<file path="src/rtl/asla_pkg.sv">
// Shared types and constants for the ANSI-stripping line assembler.
`default_nettype none
package asla_pkg;

   localparam int LINE_LIMIT = 512;
   localparam int CNT_W      = $clog2(LINE_LIMIT + 1);

   localparam int OPQ_PTR_W  = 1;
   localparam int OPQ_DEPTH  = 2 ** OPQ_PTR_W;
   localparam int RSPQ_PTR_W = 1;
   localparam int RSPQ_DEPTH = 2 ** RSPQ_PTR_W;

   localparam logic [7:0] ESC_CODE = 8'h1B;
   localparam logic [7:0] BEL_CODE = 8'h07;
   localparam logic [7:0] FINAL_LO = 8'h40;
   localparam logic [7:0] FINAL_HI = 8'h7E;
   localparam logic [7:0] CTRL_TOP = 8'h20;
   localparam logic [7:0] HIGH_LO  = 8'h80;
   localparam logic [7:0] TAB_CODE = 8'h09;
   localparam logic [7:0] LF_CODE  = 8'h0A;
   localparam logic [7:0] CR_CODE  = 8'h0D;
   localparam logic [7:0] CSI_CODE = 8'h5B;
   localparam logic [7:0] OSC_CODE = 8'h5D;
   localparam logic [7:0] ST_CODE  = 8'h5C;

   localparam logic [2:0]  DEFAULT_LEVEL_RESET = 3'd4;
   localparam logic [31:0] SEQ_RESET           = 32'd1;

   localparam logic       CMD_FEED  = 1'b0;
   localparam logic       CMD_FLUSH = 1'b1;
   localparam logic       KIND_CHAR = 1'b0;
   localparam logic       KIND_END  = 1'b1;
   localparam logic [0:0] REG_DEFAULT_LEVEL = 1'b0;

   typedef enum logic {
      OP_CHAR  = 1'b0,
      OP_FLUSH = 1'b1
   } op_kind_type;

   typedef struct packed {
      op_kind_type kind;
      logic [7:0]  ch;
      logic [2:0]  level;
   } op_type;

   typedef struct packed {
      logic        out_kind;
      logic [7:0]  char_out;
      logic [8:0]  char_index;
      logic [2:0]  record_level;
      logic [31:0] record_seq;
      logic [9:0]  record_length;
   } rsp_type;

   typedef struct packed {
      logic [CNT_W-1:0]  line_count;
      logic [RSPQ_PTR_W:0] rsp_count;
   } status_type;

endpackage
`default_nettype wire

</file>
<file path="src/rtl/ansi_stripping_line_assembler.sv">
// Top level: console byte stream to kept characters and end-of-record beats.
// A kept byte or record end is registered in the operation queue, then in the
// result queue. Throughput: one input beat per cycle while req_full is low;
// the escape filter and line counter are registered; both queues sustain one beat a cycle.
// Reset (synchronous): queues empty, no escape, line empty, level 4,
// next record number 1, default_level 4.
`default_nettype none
module ansi_stripping_line_assembler (
   input  wire logic        clock,
   input  wire logic        reset,

   input  wire logic        req_push,
   output      logic        req_full,
   input  wire logic        req_command,
   input  wire logic [7:0]  req_byte_in,
   input  wire logic [3:0]  req_level_in,

   output      logic        rsp_empty,
   input  wire logic        rsp_pop,
   output      logic        rsp_out_kind,
   output      logic [7:0]  rsp_char_out,
   output      logic [8:0]  rsp_char_index,
   output      logic [2:0]  rsp_record_level,
   output      logic [31:0] rsp_record_seq,
   output      logic [9:0]  rsp_record_length,

   input  wire logic        csr_psel,
   input  wire logic        csr_penable,
   input  wire logic        csr_pwrite,
   input  wire logic [2:0]  csr_paddr,
   input  wire logic [31:0] csr_pwdata,
   output      logic [31:0] csr_prdata,
   output      logic        csr_pready
);

   logic [2:0]           default_level_ff;
   logic                 accept, op_push, op_full, op_empty, op_pop;
   asla_pkg::op_type     op_in, op_head;
   asla_pkg::rsp_type    rsp_head;
   asla_pkg::status_type status;

   assign csr_pready = 1'b1;
   assign csr_prdata = (csr_paddr[2] == asla_pkg::REG_DEFAULT_LEVEL) ?
                       {29'b0, default_level_ff} : 32'b0;

   always_ff @(posedge clock) begin
      if (reset) begin
         default_level_ff <= asla_pkg::DEFAULT_LEVEL_RESET;
      end else if (csr_psel && csr_penable && csr_pwrite && csr_pready &&
                   csr_paddr[2] == asla_pkg::REG_DEFAULT_LEVEL) begin
         default_level_ff <= csr_pwdata[2:0];
      end
   end

   assign req_full = op_full;
   assign accept   = req_push && !op_full;

   asla_front u_front (
      .clock         (clock),
      .reset         (reset),
      .accept        (accept),
      .command       (req_command),
      .byte_in       (req_byte_in),
      .level_in      (req_level_in),
      .default_level (default_level_ff),
      .op_push       (op_push),
      .op            (op_in)
   );

   asla_op_queue u_op_queue (
      .clock   (clock),
      .reset   (reset),
      .push    (op_push),
      .push_op (op_in),
      .full    (op_full),
      .pop     (op_pop),
      .empty   (op_empty),
      .head    (op_head)
   );

   asla_back u_back (
      .clock     (clock),
      .reset     (reset),
      .op_valid  (!op_empty),
      .op        (op_head),
      .op_pop    (op_pop),
      .rsp_pop   (rsp_pop),
      .rsp_empty (rsp_empty),
      .rsp_head  (rsp_head),
      .status    (status)
   );

   assign rsp_out_kind      = rsp_head.out_kind;
   assign rsp_char_out      = rsp_head.char_out;
   assign rsp_char_index    = rsp_head.char_index;
   assign rsp_record_level  = rsp_head.record_level;
   assign rsp_record_seq    = rsp_head.record_seq;
   assign rsp_record_length = rsp_head.record_length;

   a_line_limit: assert property (@(posedge clock) disable iff (reset)
      status.line_count <= asla_pkg::CNT_W'(asla_pkg::LINE_LIMIT))
      else $error("line count beyond limit");

   a_rsp_count: assert property (@(posedge clock) disable iff (reset)
      status.rsp_count <= (asla_pkg::RSPQ_PTR_W + 1)'(asla_pkg::RSPQ_DEPTH))
      else $error("result queue overfilled");

   a_char_fields: assert property (@(posedge clock) disable iff (reset)
      (!rsp_empty && rsp_out_kind == asla_pkg::KIND_CHAR) |->
      (rsp_record_seq == 32'd0 && rsp_record_length == 10'd0))
      else $error("character beat carries record fields");

   a_line_clear: assert property (@(posedge clock) disable iff (reset)
      (op_pop && op_head.kind == asla_pkg::OP_FLUSH) |=> (status.line_count == '0))
      else $error("line not cleared by flush");

endmodule
`default_nettype wire

</file>
<file path="src/rtl/asla_front.sv">
// Front end: escape filter and byte classification into line operations.
`default_nettype none
module asla_front (
   input  wire logic              clock,
   input  wire logic              reset,
   input  wire logic              accept,
   input  wire logic              command,
   input  wire logic [7:0]        byte_in,
   input  wire logic [3:0]        level_in,
   input  wire logic [2:0]        default_level,
   output      logic              op_push,
   output      asla_pkg::op_type  op
);

   typedef enum logic [1:0] {
      ESC_IDLE = 2'd0,
      ESC_SEEN = 2'd1,
      ESC_BODY = 2'd2,
      ESC_BODY_ESC = 2'd3
   } phase_type;

   phase_type  phase_ff, phase_in;
   logic [2:0] level;
   logic       want;

   assign level = level_in[3] ? default_level : level_in[2:0];

   always_comb begin
      phase_in = phase_ff;
      want     = 1'b0;
      op.kind  = asla_pkg::OP_CHAR;
      op.ch    = byte_in;
      op.level = level;
      if (command == asla_pkg::CMD_FLUSH) begin
         want    = 1'b1;
         op.kind = asla_pkg::OP_FLUSH;
      end else begin
         case (phase_ff)
            ESC_SEEN: begin
               if (byte_in == asla_pkg::CSI_CODE || byte_in == asla_pkg::OSC_CODE)
                  phase_in = ESC_BODY;
               else if (byte_in != asla_pkg::ESC_CODE)
                  phase_in = ESC_IDLE;
            end
            ESC_BODY: begin
               if (byte_in == asla_pkg::BEL_CODE ||
                   byte_in inside {[asla_pkg::FINAL_LO:asla_pkg::FINAL_HI]})
                  phase_in = ESC_IDLE;
               else if (byte_in == asla_pkg::ESC_CODE)
                  phase_in = ESC_BODY_ESC;
            end
            ESC_BODY_ESC: begin
               phase_in = (byte_in == asla_pkg::ST_CODE) ? ESC_IDLE : ESC_BODY;
            end
            default: begin
               if (byte_in == asla_pkg::ESC_CODE) begin
                  phase_in = ESC_SEEN;
               end else if (byte_in == asla_pkg::CR_CODE) begin
                  want = 1'b0;
               end else if (byte_in == asla_pkg::LF_CODE) begin
                  want    = 1'b1;
                  op.kind = asla_pkg::OP_FLUSH;
               end else if ((byte_in < asla_pkg::CTRL_TOP || byte_in >= asla_pkg::HIGH_LO) &&
                            byte_in != asla_pkg::TAB_CODE) begin
                  want = 1'b0;
               end else begin
                  want = 1'b1;
               end
            end
         endcase
      end
   end

   assign op_push = accept && want;

   always_ff @(posedge clock) begin
      if (reset) begin
         phase_ff <= ESC_IDLE;
      end else if (accept) begin
         phase_ff <= phase_in;
      end
   end

endmodule
`default_nettype wire

</file>
<file path="src/rtl/asla_op_queue.sv">
// Short queue of line operations between front and back end.
`default_nettype none
module asla_op_queue (
   input  wire logic             clock,
   input  wire logic             reset,
   input  wire logic             push,
   input  wire asla_pkg::op_type push_op,
   output      logic             full,
   input  wire logic             pop,
   output      logic             empty,
   output      asla_pkg::op_type head
);

   asla_pkg::op_type                entry_ff [asla_pkg::OPQ_DEPTH];
   logic [asla_pkg::OPQ_PTR_W-1:0]  wr_ptr_ff, rd_ptr_ff;
   logic [asla_pkg::OPQ_PTR_W:0]    count_ff;
   logic                            do_push, do_pop;

   assign full    = (count_ff == (asla_pkg::OPQ_PTR_W + 1)'(asla_pkg::OPQ_DEPTH));
   assign empty   = (count_ff == '0);
   assign do_push = push && !full;
   assign do_pop  = pop && !empty;
   assign head    = entry_ff[rd_ptr_ff];

   always_ff @(posedge clock) begin
      if (do_push) begin
         entry_ff[wr_ptr_ff] <= push_op;
      end
   end

   always_ff @(posedge clock) begin
      if (reset) begin
         wr_ptr_ff <= '0;
         rd_ptr_ff <= '0;
         count_ff  <= '0;
      end else begin
         if (do_push) wr_ptr_ff <= wr_ptr_ff + 1'b1;
         if (do_pop)  rd_ptr_ff <= rd_ptr_ff + 1'b1;
         if (do_push && !do_pop)
            count_ff <= count_ff + (asla_pkg::OPQ_PTR_W + 1)'(1);
         else if (do_pop && !do_push)
            count_ff <= count_ff - (asla_pkg::OPQ_PTR_W + 1)'(1);
      end
   end

endmodule
`default_nettype wire

</file>
<file path="src/rtl/asla_back.sv">
// Back end: line state, record numbering and the result queue.
`default_nettype none
module asla_back (
   input  wire logic                clock,
   input  wire logic                reset,
   input  wire logic                op_valid,
   input  wire asla_pkg::op_type    op,
   output      logic                op_pop,
   input  wire logic                rsp_pop,
   output      logic                rsp_empty,
   output      asla_pkg::rsp_type   rsp_head,
   output      asla_pkg::status_type status
);

   localparam int CW = asla_pkg::CNT_W;

   logic [CW-1:0]   line_count_ff, line_count_in;
   logic [2:0]      line_level_ff, line_level_in;
   logic [31:0]     next_seq_ff, next_seq_in;

   asla_pkg::rsp_type                entry_ff [asla_pkg::RSPQ_DEPTH];
   logic [asla_pkg::RSPQ_PTR_W-1:0]  wr_ptr_ff, rd_ptr_ff;
   logic [asla_pkg::RSPQ_PTR_W:0]    count_ff;

   asla_pkg::rsp_type rsp_new;
   logic              produce, rsp_full, do_push, do_pop;
   logic [CW+9:0]     count_ext;
   logic [2:0]        cur_level;

   assign rsp_full  = (count_ff == (asla_pkg::RSPQ_PTR_W + 1)'(asla_pkg::RSPQ_DEPTH));
   assign rsp_empty = (count_ff == '0);
   assign count_ext = {10'b0, line_count_ff};
   assign cur_level = (line_count_ff == '0) ? op.level : line_level_ff;

   always_comb begin
      produce       = 1'b0;
      line_count_in = line_count_ff;
      line_level_in = line_level_ff;
      next_seq_in   = next_seq_ff;
      rsp_new       = '0;
      if (op.kind == asla_pkg::OP_FLUSH) begin
         rsp_new.out_kind      = asla_pkg::KIND_END;
         rsp_new.record_level  = line_level_ff;
         rsp_new.record_seq    = next_seq_ff;
         rsp_new.record_length = count_ext[9:0];
         if (line_count_ff != '0) begin
            produce       = 1'b1;
            line_count_in = '0;
            next_seq_in   = next_seq_ff + 32'd1;
         end
      end else begin
         line_level_in        = cur_level;
         rsp_new.out_kind     = asla_pkg::KIND_CHAR;
         rsp_new.char_out     = op.ch;
         rsp_new.char_index   = count_ext[8:0];
         rsp_new.record_level = cur_level;
         if (line_count_ff < CW'(asla_pkg::LINE_LIMIT)) begin
            produce       = 1'b1;
            line_count_in = line_count_ff + CW'(1);
         end
      end
   end

   assign op_pop  = op_valid && (!produce || !rsp_full);
   assign do_push = op_pop && produce;
   assign do_pop  = rsp_pop && !rsp_empty;
   assign rsp_head = entry_ff[rd_ptr_ff];

   assign status.line_count = line_count_ff;
   assign status.rsp_count  = count_ff;

   always_ff @(posedge clock) begin
      if (do_push) begin
         entry_ff[wr_ptr_ff] <= rsp_new;
      end
   end

   always_ff @(posedge clock) begin
      if (reset) begin
         line_count_ff <= '0;
         line_level_ff <= asla_pkg::DEFAULT_LEVEL_RESET;
         next_seq_ff   <= asla_pkg::SEQ_RESET;
         wr_ptr_ff     <= '0;
         rd_ptr_ff     <= '0;
         count_ff      <= '0;
      end else begin
         if (op_pop) begin
            line_count_ff <= line_count_in;
            line_level_ff <= line_level_in;
            next_seq_ff   <= next_seq_in;
         end
         if (do_push) wr_ptr_ff <= wr_ptr_ff + 1'b1;
         if (do_pop)  rd_ptr_ff <= rd_ptr_ff + 1'b1;
         if (do_push && !do_pop)
            count_ff <= count_ff + (asla_pkg::RSPQ_PTR_W + 1)'(1);
         else if (do_pop && !do_push)
            count_ff <= count_ff - (asla_pkg::RSPQ_PTR_W + 1)'(1);
      end
   end

endmodule
`default_nettype wire
</file>
<file path="config.mk">
export PLATFORM = sky130hd
export DESIGN_NAME = ansi_stripping_line_assembler
export DESIGN_NICKNAME = d
export VERILOG_FILES = /design/src/rtl/asla_pkg.sv /design/src/rtl/ansi_stripping_line_assembler.sv /design/src/rtl/asla_front.sv /design/src/rtl/asla_op_queue.sv /design/src/rtl/asla_back.sv
export SDC_FILE = /design/constraint.sdc
export NUM_CORES = 1
export LEC_CHECK = 0
export BUFFER_PORTS_ARGS = -buffer_cell sky130_fd_sc_hd__buf_2
export CAP_MARGIN = 20
export CELL_PAD_IN_SITES_DETAIL_PLACEMENT = 2
export CELL_PAD_IN_SITES_GLOBAL_PLACEMENT = 2
export CORE_UTILIZATION = 38
export DETAILED_ROUTE_END_ITERATION = 7
export PLACE_DENSITY = 0.87
export SLEW_MARGIN = 20
export SYNTH_ARGS = -nofsm -noshare
export SYNTH_HDL_FRONTEND = slang
export SYNTH_SLANG_ARGS = --single-unit
</file>
<file path="constraint.sdc">
create_clock -name clock -period 5.1 [get_ports clock]
set_clock_uncertainty 0.1 [all_clocks]
set_input_delay 0 -clock clock [delete_from_list [all_inputs] [get_ports clock]]
set_output_delay 0 -clock clock [all_outputs]
set_load 0.02 [all_outputs]
</file>
==> metrics, run 1 <==
relative contribution of the clock network to total power=a little under 30%; clock latency on the worst-skew pair=0.51 ns; Net Sw Power=between 1500 and 2000 uW; Post-Syn Area=0.00916 mm2; num ports=~150; Worst-Margin Slew=around 0.66 ns; period utilization=between 70% and 80%; number of enable flip-flop cells after synthesis=150; startpoint of the worst hold path=reset; post-synthesis share of cell area spent on and, or, nand and nor gates=approximately 14%; sink count of the clock tree=210; crit path kind=reg -> reg; startpoint class of the critical path=flip-flop; vias per cell=just over 5; antenna violations before repair=0; failing checks=hold timing; Max Root-Sink Buffers=3; Worst Reg-to-Reg Cells=8; combinational share of power=approximately 28%; Max Clk Rate=about 270 MHz; clk slew on worst S/H paths=around 0.06 ns; worst-path maximum fanout=31; maximum number of pins on one net before global-route repair=between 50 and 60; clock tree from TritonCTS=built; area taken by flip-flops and latches=~0.0057 mm2; Crit path arrival time=roughly 4 ns; CTS H-tree depth=1; Leakage Power=between 0.003 and 0.004 uW; Multi-input gate area=about 0.0032 mm2; core region area=0.0235 mm2; Max IR drop VDD=~0.18 mV; number of fill cells in the layout=~2400; Internal Pwr Total=between 3000 and 4000 uW; warnings from Yosys=0; standard cell area after detailed placement=0.00988 mm2; post-synthesis async set-or-reset flop share=0%; die area=0.0247 mm2; post-synth cell types=57; portion of total power attributed to sequential cells=42.6%; result of the run=complete, but fails checks; portion of netlist area occupied by mux cells=between 10% and 20%; Finish-stage setup viols=0; worst r2r dst=u_back.next_seq_ff[26]; areal power density over the cells=roughly 500 mW/mm2; worst relative slew slack=between 50 and 60%; via count of the routed design=approximately 6000; post-synthesis register bit count=210; dominant combinational cell family by area after synthesis=simple AND/OR/NAND/NOR gates; cell row count=56; reg-to-reg setup timing slack=between 1 and 1.5 ns; global route total overflow=0; post-route cell area=between 0.01 and 0.015 mm2; via count of the first global-routing pass=roughly 6500; final-stage net count=around 890; adder-cell share of the synthesized area=1.23%; average instance area after synthesis=12.9 um2; diodes inserted=0; number of pins with negative max-slew slack in the final report=0; Post-DRT Antenna Nets=0; summed negative setup slack over all endpoints=0 ns; Endpoint, Worst Hold=u_op_queue.wr_ptr_ff; per-cell routed wire length=between 15 and 20 um; Area Growth Syn to Fin=18.6%; initial cell density of the core=38.9%; first-pass GRT wire length=36000 um; detailed-placement wirelength estimate=roughly 15000 um; iteration-0 DRC count of the detailed router=roughly 220; Req. time, crit path=between 5 and 6 ns; cell at the root of the clock tree=sky130_fd_sc_hd__clkbuf_16; final hold slack=-0.00447 ns; most instantiated flip-flop cell in the synthesis netlist=sky130_fd_sc_hd__edfxtp_1; drt pass-1 iters=4; kind of capture point of the worst setup path=flip-flop; XOR/XNOR share of the synthesized area=1.63%; Port Buffer Count=91; proportion of synthesized chip area in sequential cells=a little over 60%; number of buffers inserted by post-CTS setup repair=0; switching fraction of total power=around a third; cts bufs inserted=23; floorplan die height=roughly 160 um; post-synthesis instance total=roughly 700; GPL Wtd Cong=between 0.7 and 0.8; minimum clock period after layout=between 3 and 4 ns; unrepaired setup endpoints after global routing=false; share of post-route cells with drive strength above 1=between 20% and 30%; die width=approximately 160 um; hold path cells=3; max-cap check violation count=0; Remaining DRCs=0; total detailed-routing wirelength=22900 um; overall track demand over capacity in global routing=18.9%; complex-gate fraction of the synthesized area=5.27%; path class of the lowest-slack min-delay path=in -> reg; number of hold-slack violations in the final timing report=1
==> synth_stat cells (2+ instances only) <==
cell type                  number  area (um2)
sky130_fd_sc_hd__nand2_1       22        82.6
sky130_fd_sc_hd__inv_1         16        60.1
sky130_fd_sc_hd__and2_1        44         275
sky130_fd_sc_hd__nor4_1         3        18.8
sky130_fd_sc_hd__buf_4         30         225
sky130_fd_sc_hd__nand4b_1       2        17.5
sky130_fd_sc_hd__xor2_1        14         123
sky130_fd_sc_hd__nor2_1        56         210
sky130_fd_sc_hd__o41ai_1        6        52.6
sky130_fd_sc_hd__mux2i_1       16         160
sky130_fd_sc_hd__nand2b_1       2        12.5
sky130_fd_sc_hd__nand4_1       12        75.1
sky130_fd_sc_hd__nor2b_1       12        75.1
sky130_fd_sc_hd__o21bai_1       2        15.0
sky130_fd_sc_hd__nor4b_1        3        26.3
sky130_fd_sc_hd__or4_1          6        45.0
sky130_fd_sc_hd__dfxtp_1       60        1200
sky130_fd_sc_hd__o31ai_1        6        45.0
sky130_fd_sc_hd__nand3_1       18        90.1
sky130_fd_sc_hd__buf_1          8        30.0
sky130_fd_sc_hd__nor3_1         5        25.0
sky130_fd_sc_hd__nor3b_1        2        15.0
sky130_fd_sc_hd__edfxtp_1     150        4500
sky130_fd_sc_hd__xnor2_1        3        26.3
sky130_fd_sc_hd__conb_1         2        7.51
sky130_fd_sc_hd__clkbuf_1      14        52.6
sky130_fd_sc_hd__o21ai_0       16        80.1
sky130_fd_sc_hd__or2_2          5        31.3
sky130_fd_sc_hd__or3_1         17         106
sky130_fd_sc_hd__ha_1           9         113
sky130_fd_sc_hd__a211oi_1       2        15.0
sky130_fd_sc_hd__a21oi_1       27         135
sky130_fd_sc_hd__o311ai_0       5        43.8
sky130_fd_sc_hd__buf_2          4        20.0
sky130_fd_sc_hd__and3_1        10        62.6
sky130_fd_sc_hd__mux2_2        77         867
sky130_fd_sc_hd__a31oi_1        2        12.5
==> registers in the layout (all words and copies together) (netlist names), named ones only <==
register              flops
u_back.entry_ff         126
u_back.next_seq_ff       32
u_op_queue.entry_ff      24
u_back.line_count_ff     10
default_level_ff          3
u_back.line_level_ff      3
u_back.count_ff           2
u_front.phase_ff          2
u_op_queue.count_ff       2
u_back.rd_ptr_ff          1
u_back.wr_ptr_ff          1
u_op_queue.rd_ptr_ff      1
u_op_queue.wr_ptr_ff      1
==> routing by layer <==
| metal | routed length (um) | share of wire (%) | vias up | track usage (%) |
|---|---|---|---|---|
| met3 | 790 | 3.4 | 38 | 2.53 |
| met2 | 12500 | 54 | 112 | 36.7 |
| met5 | 0 | 0 | - | 0 |
| met1 | 9210 | 40 | 3029 | 21.4 |
| met4 | 484 | 2.1 | 0 | 5.22 |
| li1 | - | - | 2785 | - |
==> timing repair <==
| action | CTS | global route |
|---|---|---|
| setup endpoints to repair | 0 | 0 |
| hold endpoints to repair | 32 | 0 |
| hold buffers | 25 | 0 |
| gates resized for setup | 0 | 0 |
==> worst max path at each step <==
stage / startpoint / slack, ns / to
5_1_grt: flip-flop / 1.21 / u_back.next_seq_ff[26]
4_1_cts: flip-flop / 1.41 / u_back.next_seq_ff[26]
3_5_place_dp: flip-flop / 1.48 / u_back.next_seq_ff[26]
3_3_place_gp: flip-flop / 1.67 / u_back.next_seq_ff[28]
2_1_floorplan: flip-flop / 0.69 / u_back.entry_ff[0][0]
6_report: flip-flop / 1.42 / u_back.next_seq_ff[26]
==> power groups by stage <==
stage	registers, uW	logic [uW]	clock network [uW]
6_report	2320	1520	1610
5_1_grt	2350	1630	1710
4_1_cts	2330	1550	1650
3_5_place_dp	2360	1520	0
3_3_place_gp	2320	1480	0
2_1_floorplan	2290	1070	0
==> cells by family after synthesis <==
family | count (synthesis)
AOI/OAI and AO/OA | 74
xor gates and xnor gates | 17
adders and majority gates | 9
buffers and inverters | 74
DFF | 210
muxes | 94
other | 2
and+or+nand+nor | 228
==> cell type report <==
cell class	count	share of cell area, %
clock buffer	29	5.60
clock inverter	13	1.13
inverter	18	0.622
multi-input combinational	452	29.3
sequential	210	52.5
tap	319	3.67
timing repair buffer	125	7.12
==> cells in the final DEF (no fill, tap or decap), drive strengths merged, types with 6 or more instances in the layout <==
master       Yosys  final
edfxtp         150    150
o21ai           16     16
conb             2     30
nor2b           12     12
mux2            77     77
ha               9      9
nand4           13     13
nor2            56     56
o41ai            6      6
clkbuf          14     29
inv             17     18
dlygate4sd3      0     25
mux2i           17     17
o31ai            6      6
nand2           23     23
or3             17     17
buf             42    100
clkinv           1      9
nand3           18     18
and3            10     10
a21oi           27     27
nor3             6      6
and2            44     44
xor2            14     14
dfxtp           60     60
or4              7      7
==> stage by stage <==
step                setup slack (ns)  power, uW  instances  util (%)  hold slack, ns
floorplan                      0.686       3370        736         -         -0.0219
detailed placement              1.48       3880       1099      42.0           0.129
global route                    1.21       5700       1166      46.1          0.0261
global placement                1.67       3800       1099      42.0           0.112
finish                          1.42       5440       1166      46.1        -0.00447
CTS                             1.41       5530       1166      46.1         0.00609
==> critical path, cell delays in order, from the launching register on <==
cell	delay (ns)
sky130_fd_sc_hd__dfxtp_1	0.74
sky130_fd_sc_hd__mux2i_2	0.13
sky130_fd_sc_hd__buf_4	0.25
sky130_fd_sc_hd__inv_2	0.41
sky130_fd_sc_hd__and2_1	0.33
sky130_fd_sc_hd__nand4_2	0.49
sky130_fd_sc_hd__buf_4	0.38
sky130_fd_sc_hd__o311ai_0	0.50
sky130_fd_sc_hd__o41ai_1	0.19
Note: power is estimated with default switching activity, not from simulation.
==> inputs of run 2 (changes only) <==
==> constraint.sdc (replaced) <==
create_clock -name clock -period 3.45 [get_ports clock]
set_clock_uncertainty 0.1 [all_clocks]
set_input_delay 0 -clock clock [delete_from_list [all_inputs] [get_ports clock]]
set_output_delay 0 -clock clock [all_outputs]
set_load 0.02 [all_outputs]
==> run 2 against run 1 <==
The run now ends clean. Register-to-register slack lost 0.89 ns. Die area did not move. Wire length rose by 7.6%. Critical path depth fell by 1. Sequential share of layout area fell by 0.49 points. Non-clock buffer count is 5 higher. Count of clock-buffer cells in the layout fell by 3. Critical endpoint is now u_back.next_seq_ff[31]. Largest cell class unchanged. Largest power group unchanged. Highest routed layer unchanged.
==> metrics, run 2 (synthesis gave the netlist of run 1 again) <==
kind of capture point of the worst setup path=flip-flop; number of pins with negative max-slew slack in the final report=0; CTS H-tree depth=1; cell at the root of the clock tree=sky130_fd_sc_hd__clkbuf_16; antenna violations before repair=0; number of flip-flops under the largest register name=~130; number of fill cells in the layout=about 2400; Max Root-Sink Buffers=3; iteration-0 DRC count of the detailed router=between 200 and 300; total buffers and inverters traversed by the critical path=1; maximum number of pins on one net before global-route repair=55; post-layout worst setup margin=around 0.53 ns; per-cell routed wire length=approximately 21 um; worst stage delay on the critical path=approximately 0.65 ns; register ranked first by flip-flop count=u_back.entry_ff; Worst-Margin Slew=a little under 0.7 ns; max-cap check violation count=0; initial cell density of the core=~39%; GPL Wtd Cong=0.806; Req. time, crit path=roughly 3.8 ns; sink count of the clock tree=between 200 and 250; Area Growth Syn to Fin=19.7%; startpoint class of the critical path=flip-flop; vias per cell=5.16; commonest non-fill, non-tap cells in the layout=150 x sky130_fd_sc_hd__edfxtp_1, 91 x sky130_fd_sc_hd__buf_2, 77 x sky130_fd_sc_hd__mux2_2, 59 x sky130_fd_sc_hd__dfxtp_1, 54 x sky130_fd_sc_hd__nor2_1; final-stage net count=between 800 and 900; cts bufs inserted=23; minimum clock period after layout=slightly below 3 ns; num ports=~150; final hold slack=approximately 0.19 ns; clock tree from TritonCTS=built; clock latency on the worst-skew pair=0.52 ns; number of buffers inserted by post-CTS setup repair=0; via count of the routed design=6048; period utilization=about 85%; die width=about 160 um; floorplan die height=about 160 um; Top delay family on crit path=simple AND/OR/NAND/NOR gates; path class of the lowest-slack min-delay path=in -> reg; largest registers in the final layout=u_back.entry_ff (126), u_back.next_seq_ff (32), u_op_queue.entry_ff (24); most common cell after layout, fill and taps aside=sky130_fd_sc_hd__edfxtp_1; # resized after CTS=0; overall track demand over capacity in global routing=about a fifth; post-route cell area=0.0110 mm2; areal power density over the cells=roughly 750 mW/mm2; cell type of the slowest stage on the worst timing path=sky130_fd_sc_hd__nor4_1; Max IR drop VDD=0.286 mV; die area=approximately 0.025 mm2; via count of the first global-routing pass=approximately 6800; unrepaired setup endpoints after global routing=false; Leakage Power=roughly 0.0040 uW; critical path cell sequence=inv_1 > ha_1 > nor4b_2 > nand3_1 > nand4_2 > nor4_1 > mux2_2; first-pass GRT wire length=a little under 40000 um; number of hold-slack violations in the final timing report=0; worst relative slew slack=~54%; diodes inserted=0; share of post-route cells with drive strength above 1=about 28%; drt pass-1 iters=4; core region area=around 0.024 mm2; global route total overflow=0; Remaining DRCs=0; Port Buffer Count=91; pre-CTS setup slack=about 0.49 ns; worst-path maximum fanout=20; crit path kind=reg -> reg; cell row count=56; Post-DRT Antenna Nets=0; Finish-stage setup viols=0; Max Clk Rate=between 300 and 400 MHz; Crit path arrival time=approximately 3.2 ns; summed negative setup slack over all endpoints=0 ns; post-layout power=a little over 8000 uW; total detailed-routing wirelength=~25000 um; standard cell area after detailed placement=between 0.009 and 0.01 mm2; clk slew on worst S/H paths=0.06 ns; result of the run=finished clean; detailed-placement wirelength estimate=between 15000 and 20000 um
[run 2: changes by cell type in the layout (fill, tap and decap cells not counted), sizes merged]
| cell | previous run | this run |
|---|---|---|
| buf | 100 | 104 |
| clkinvlp | 2 | 0 |
| clkbuf | 29 | 26 |
| bufinv | 2 | 3 |
| clkinv | 9 | 13 |
| dlygate4sd3 | 25 | 26 |
[run 2: metal layers]
| layer | routed length (um) | global-route usage (%) |
|---|---|---|
| met5 | 0 | 0 |
| met4 | 541 | 6.38 |
| met3 | 802 | 2.75 |
| met2 | 13400 | 39.1 |
| met1 | 9950 | 23.5 |
[run 2: worst reg2reg max path, cell delays in order (launching register included)]
cell and delay (ns):
sky130_fd_sc_hd__dfxtp_1 0.46, sky130_fd_sc_hd__inv_1 0.15, sky130_fd_sc_hd__ha_1 0.22, sky130_fd_sc_hd__nor4b_2 0.16, sky130_fd_sc_hd__nand3_1 0.19, sky130_fd_sc_hd__nand4_2 0.46
sky130_fd_sc_hd__nor4_1 0.66, sky130_fd_sc_hd__mux2_2 0.41
[run 2: per-stage QoR]
step	utilization, %	instances
global placement	42.2	1103
floorplan	-	736
finish	46.6	1171
detailed placement	42.2	1103
global route	46.6	1171
CTS	46.6	1171
[run 2: area by class of cell]
| class | instances | area (um2) | share of cell area [%] |
|---|---|---|---|
| flip-flops and latches | 210 | 5710 | 52.0 |
| multi-input cells | 452 | 3180 | 29.0 |
| repair buffers | 130 | 838 | 7.65 |
| clock buffers | 26 | 618 | 5.64 |
| well taps | 319 | 399 | 3.64 |
| clock inverters | 16 | 153 | 1.39 |
| inverters | 18 | 67.6 | 0.616 |
[run 2: final timing paths]
check,from,end,slack [ns],cells past startpoint
worst max-delay path,u_back.line_count_ff[0],u_back.next_seq_ff[31],0.53,7
worst min-delay path,req_byte_in[6],u_op_queue.entry_ff[0][9],0.19,2
worst max register to register,u_back.line_count_ff[0],u_back.next_seq_ff[31],0.53,7
worst min register to register,u_back.line_level_ff[2],u_back.line_level_ff[2],0.40,2
[run 2: report_power, final]
group / internal, uW / switching (uW)
sequential: 3230 / 200
clock: 1510 / 1010
combinational: 834 / 1490
total: 5570 / 2700
[run 2: timing repair]
| action | CTS | global route |
|---|---|---|
| hold endpoints to repair | 40 | 0 |
| hold buffers | 26 | 0 |
| endpoints found under the setup margin | 0 | 0 |
==> inputs of run 3 (changes only) <==
--- a/config.mk
+++ b/config.mk
@@ -5,13 +5,14 @@
 export SDC_FILE = /design/constraint.sdc
 export NUM_CORES = 1
 export LEC_CHECK = 0
+export ABC_AREA = 1
 export BUFFER_PORTS_ARGS = -buffer_cell sky130_fd_sc_hd__buf_2
 export CAP_MARGIN = 20
 export CELL_PAD_IN_SITES_DETAIL_PLACEMENT = 2
 export CELL_PAD_IN_SITES_GLOBAL_PLACEMENT = 2
-export CORE_UTILIZATION = 38
+export CORE_UTILIZATION = 36
 export DETAILED_ROUTE_END_ITERATION = 7
-export PLACE_DENSITY = 0.87
+export PLACE_DENSITY = 0.88
 export SLEW_MARGIN = 20
 export SYNTH_ARGS = -nofsm -noshare
 export SYNTH_HDL_FRONTEND = slang
==> constraint.sdc (replaced) <==
create_clock -name clock -period 2.8 [get_ports clock]
set_clock_uncertainty 0.1 [all_clocks]
set_input_delay 0 -clock clock [delete_from_list [all_inputs] [get_ports clock]]
set_output_delay 0 -clock clock [all_outputs]
set_load 0.02 [all_outputs]
==> run 3 against run 2 <==
The run now ends with DRC left. Design area up 5.4%. Utilization down 2.6 points. Flip-flop and latch count unchanged. Hold slack worse by 0.048 ns. Synthesized area up 6.4%. Wire length up 26%. Fmax up 9.2%. Combinational power up 48%. Die area up 12%. Global-route usage up 2.0 points. Sequential share of layout area down 2.7 points. Largest cell class unchanged.
==> metrics, run 3 <==
result of the run=complete, but fails checks; failing checks=DRC; largest registers in the final layout=u_back.entry_ff (126), u_back.next_seq_ff (32), u_op_queue.entry_ff (24); cts bufs inserted=24; initial cell density of the core=between 30% and 40%; portion of netlist area occupied by mux cells=under 10%; Net Sw Power=3960 uW; clock latency on the worst-skew pair=between 0.5 and 0.6 ns; register ranked first by flip-flop count=u_back.entry_ff; Port Buffer Count=a little over 90; GPL Wtd Cong=about 0.83; cell at the root of the clock tree=sky130_fd_sc_hd__clkbuf_16; per-cell routed wire length=21.0 um; core region area=roughly 0.026 mm2; combinational share of power=a little under a third; Finish-stage setup viols=0; most instantiated flip-flop cell in the synthesis netlist=sky130_fd_sc_hd__edfxtp_1; num ports=between 150 and 200; complex-gate fraction of the synthesized area=approximately 4.2%; kind of capture point of the worst setup path=flip-flop; CTS H-tree depth=1; max-cap check violation count=0; vias per cell=roughly 5.1; clk slew on worst S/H paths=0.06 ns; post-synthesis instance total=998; area share of the leading cell type in the synthesized netlist=between 40% and 50%; via count of the first global-routing pass=around 8600; worst relative slew slack=between 50% and 60%; Leakage Power=0.00439 uW; detailed-placement wirelength estimate=20100 um; proportion of synthesized chip area in sequential cells=between 50% and 60%; minimum clock period after layout=2.68 ns; post-synth cell types=38; number of pins with negative max-slew slack in the final report=0; maximum number of pins on one net before global-route repair=54; clock tree from TritonCTS=built; Area Growth Syn to Fin=18.6%; post-synthesis register bit count=210; worst-path maximum fanout=10; final-stage net count=~1200; leading cell types by total area after synthesis=sky130_fd_sc_hd__edfxtp_1 46%, sky130_fd_sc_hd__dfxtp_1 12%, sky130_fd_sc_hd__nand2_1 9.6%; Worst-Margin Slew=between 0.7 and 0.8 ns; summed negative setup slack over all endpoints=0 ns; Max Clk Rate=around 370 MHz; relative contribution of the clock network to total power=28.0%; diodes inserted=0; Remaining DRCs=7; via count of the routed design=roughly 7500; Max IR drop VDD=between 0.4 and 0.5 mV; Util after Layout=a little over two fifths; number of fill cells in the layout=roughly 2800; commonest non-fill, non-tap cells in the layout=248 x sky130_fd_sc_hd__nand2_1, 150 x sky130_fd_sc_hd__edfxtp_1, 136 x sky130_fd_sc_hd__nor2_1, 92 x sky130_fd_sc_hd__inv_1, 91 x sky130_fd_sc_hd__buf_2; drt pass-1 iters=6; areal power density over the cells=935 mW/mm2; adder-cell share of the synthesized area=roughly 1.2%; share of post-route cells with drive strength above 1=19.3%; Crit path arrival time=between 3 and 4 ns; crit path kind=reg -> reg; startpoint class of the critical path=flip-flop; portion of total power attributed to sequential cells=about two fifths; post-synthesis share of cell area spent on and, or, nand and nor gates=approximately a fifth; Req. time, crit path=around 3.1 ns; switching fraction of total power=36.6%; antenna violations before repair=0; leading cell types by count after synthesis=249 x sky130_fd_sc_hd__nand2_1, 150 x sky130_fd_sc_hd__edfxtp_1, 138 x sky130_fd_sc_hd__nor2_1; post-synthesis async set-or-reset flop share=0%; number of flip-flops under the largest register name=126; path class of the lowest-slack min-delay path=in -> reg; XOR/XNOR share of the synthesized area=about 1.5%; largest area contributor in the synthesized netlist=sky130_fd_sc_hd__edfxtp_1; die area=~0.028 mm2; overall track demand over capacity in global routing=a little under a quarter; Internal Pwr Total=approximately 6800 uW; total detailed-routing wirelength=between 30000 and 40000 um; Post-DRT Antenna Nets=0; first-pass GRT wire length=around 49000 um; Post-Syn Area=0.00975 mm2; iteration-0 DRC count of the detailed router=approximately 360; dominant combinational cell family by area after synthesis=simple AND/OR/NAND/NOR gates; number of enable flip-flop cells after synthesis=150; Max Root-Sink Buffers=3; warnings from Yosys=0; unrepaired setup endpoints after global routing=false; period utilization=approximately 96%; most common cell after layout, fill and taps aside=sky130_fd_sc_hd__nand2_1; global route total overflow=0; sink count of the clock tree=210; average instance area after synthesis=about 9.8 um2; count leader, synth=sky130_fd_sc_hd__nand2_1; die width=roughly 170 um; number of hold-slack violations in the final timing report=0; floorplan die height=167 um; cell row count=between 50 and 60
==> run 3: path summary, 6_finish.rpt <==
check                                        startpoint                         end  slack, ns  depth (start not counted)
worst max register to register  u_back.line_count_ff[0]      u_op_queue.count_ff[1]       0.12                         12
worst min-delay path                     req_byte_in[7]  u_op_queue.entry_ff[0][10]       0.14                          2
worst max-delay path            u_back.line_count_ff[0]      u_op_queue.count_ff[1]       0.12                         12
worst min register to register     u_op_queue.rd_ptr_ff                   flip-flop       0.37                          2
==> run 3: cell families (layout without fill, tap and decap cells) <==
| kind of cell | after synthesis | in the layout |
|---|---|---|
| simple gates | 461 | 461 |
| other cells | 2 | 30 |
| fa+ha+maj | 9 | 9 |
| xor+xnor | 17 | 17 |
| mux | 66 | 66 |
| compound gates | 79 | 79 |
| buf+inv | 154 | 274 |
| flops | 210 | 210 |
==> run 3: stage by stage <==
step | total power [uW] | worst slack (ns) | cells | instance area [um2] | hold WS [ns]
final | 10800 | 0.123 | 1481 | 11600 | 0.138
after global routing | 11300 | 0.0345 | 1481 | 11600 | 0.159
after CTS | 10900 | 0.0340 | 1480 | 11500 | 0.119
after detailed placement | 7720 | 0.0738 | 1411 | 10600 | 0.138
after global placement | 7440 | 0.308 | 1411 | 10600 | 0.128
after floorplan | 6520 | 0.253 | 1026 | 9870 | -0.0202
==> run 3: power groups by stage <==
| stage | clock, uW | combinational (uW) | sequential (uW) |
|---|---|---|---|
| after floorplan | 0 | 2260 | 4270 |
| after global routing | 3180 | 3670 | 4400 |
| after CTS | 3100 | 3430 | 4360 |
| after detailed placement | 0 | 3310 | 4410 |
| final | 3020 | 3430 | 4350 |
| after global placement | 0 | 3120 | 4320 |
==> run 3: critical path, stage by stage (launching register included) <==
cell,delay (ns)
sky130_fd_sc_hd__dfxtp_1,0.36
sky130_fd_sc_hd__inv_1,0.14
sky130_fd_sc_hd__ha_1,0.21
sky130_fd_sc_hd__nand3_1,0.10
sky130_fd_sc_hd__nor2_1,0.20
sky130_fd_sc_hd__nand3_2,0.18
sky130_fd_sc_hd__nand3_4,0.19
sky130_fd_sc_hd__nand2_2,0.14
sky130_fd_sc_hd__ha_1,0.36
sky130_fd_sc_hd__a21oi_1,0.16
sky130_fd_sc_hd__o21ai_0,0.15
sky130_fd_sc_hd__o21ai_0,0.20
sky130_fd_sc_hd__a21oi_1,0.06
==> run 3: metal layers <==
layer	part of all wire [%]	GRT usage (%)	routed length, um
met5	0	0	0
met4	3.0	8.74	943
met3	3.5	2.76	1080
met2	55	43.5	16900
met1	39	25.0	12100
==> run 3: timing repair <==
action / in CTS / in global routing
resized for setup: 1 / 4
setup buffers: 0 / 1
pin swaps: 0 / 1
endpoints found under the hold margin: 79 / 0
cloned: 0 / 0
hold buffers: 25 / 0
setup endpoints to repair: 1 / 8
==> run 3: final cells by class <==
type                       count  area [um2]  area share, %
tap                          335         419           3.63
sequential                   210        5710           49.4
multi-input combinational    662        3450           29.8
timing repair buffer         133         871           7.53
clock buffer                  31         627           5.42
inverter                      97         375           3.25
clock inverter                13         113          0.974
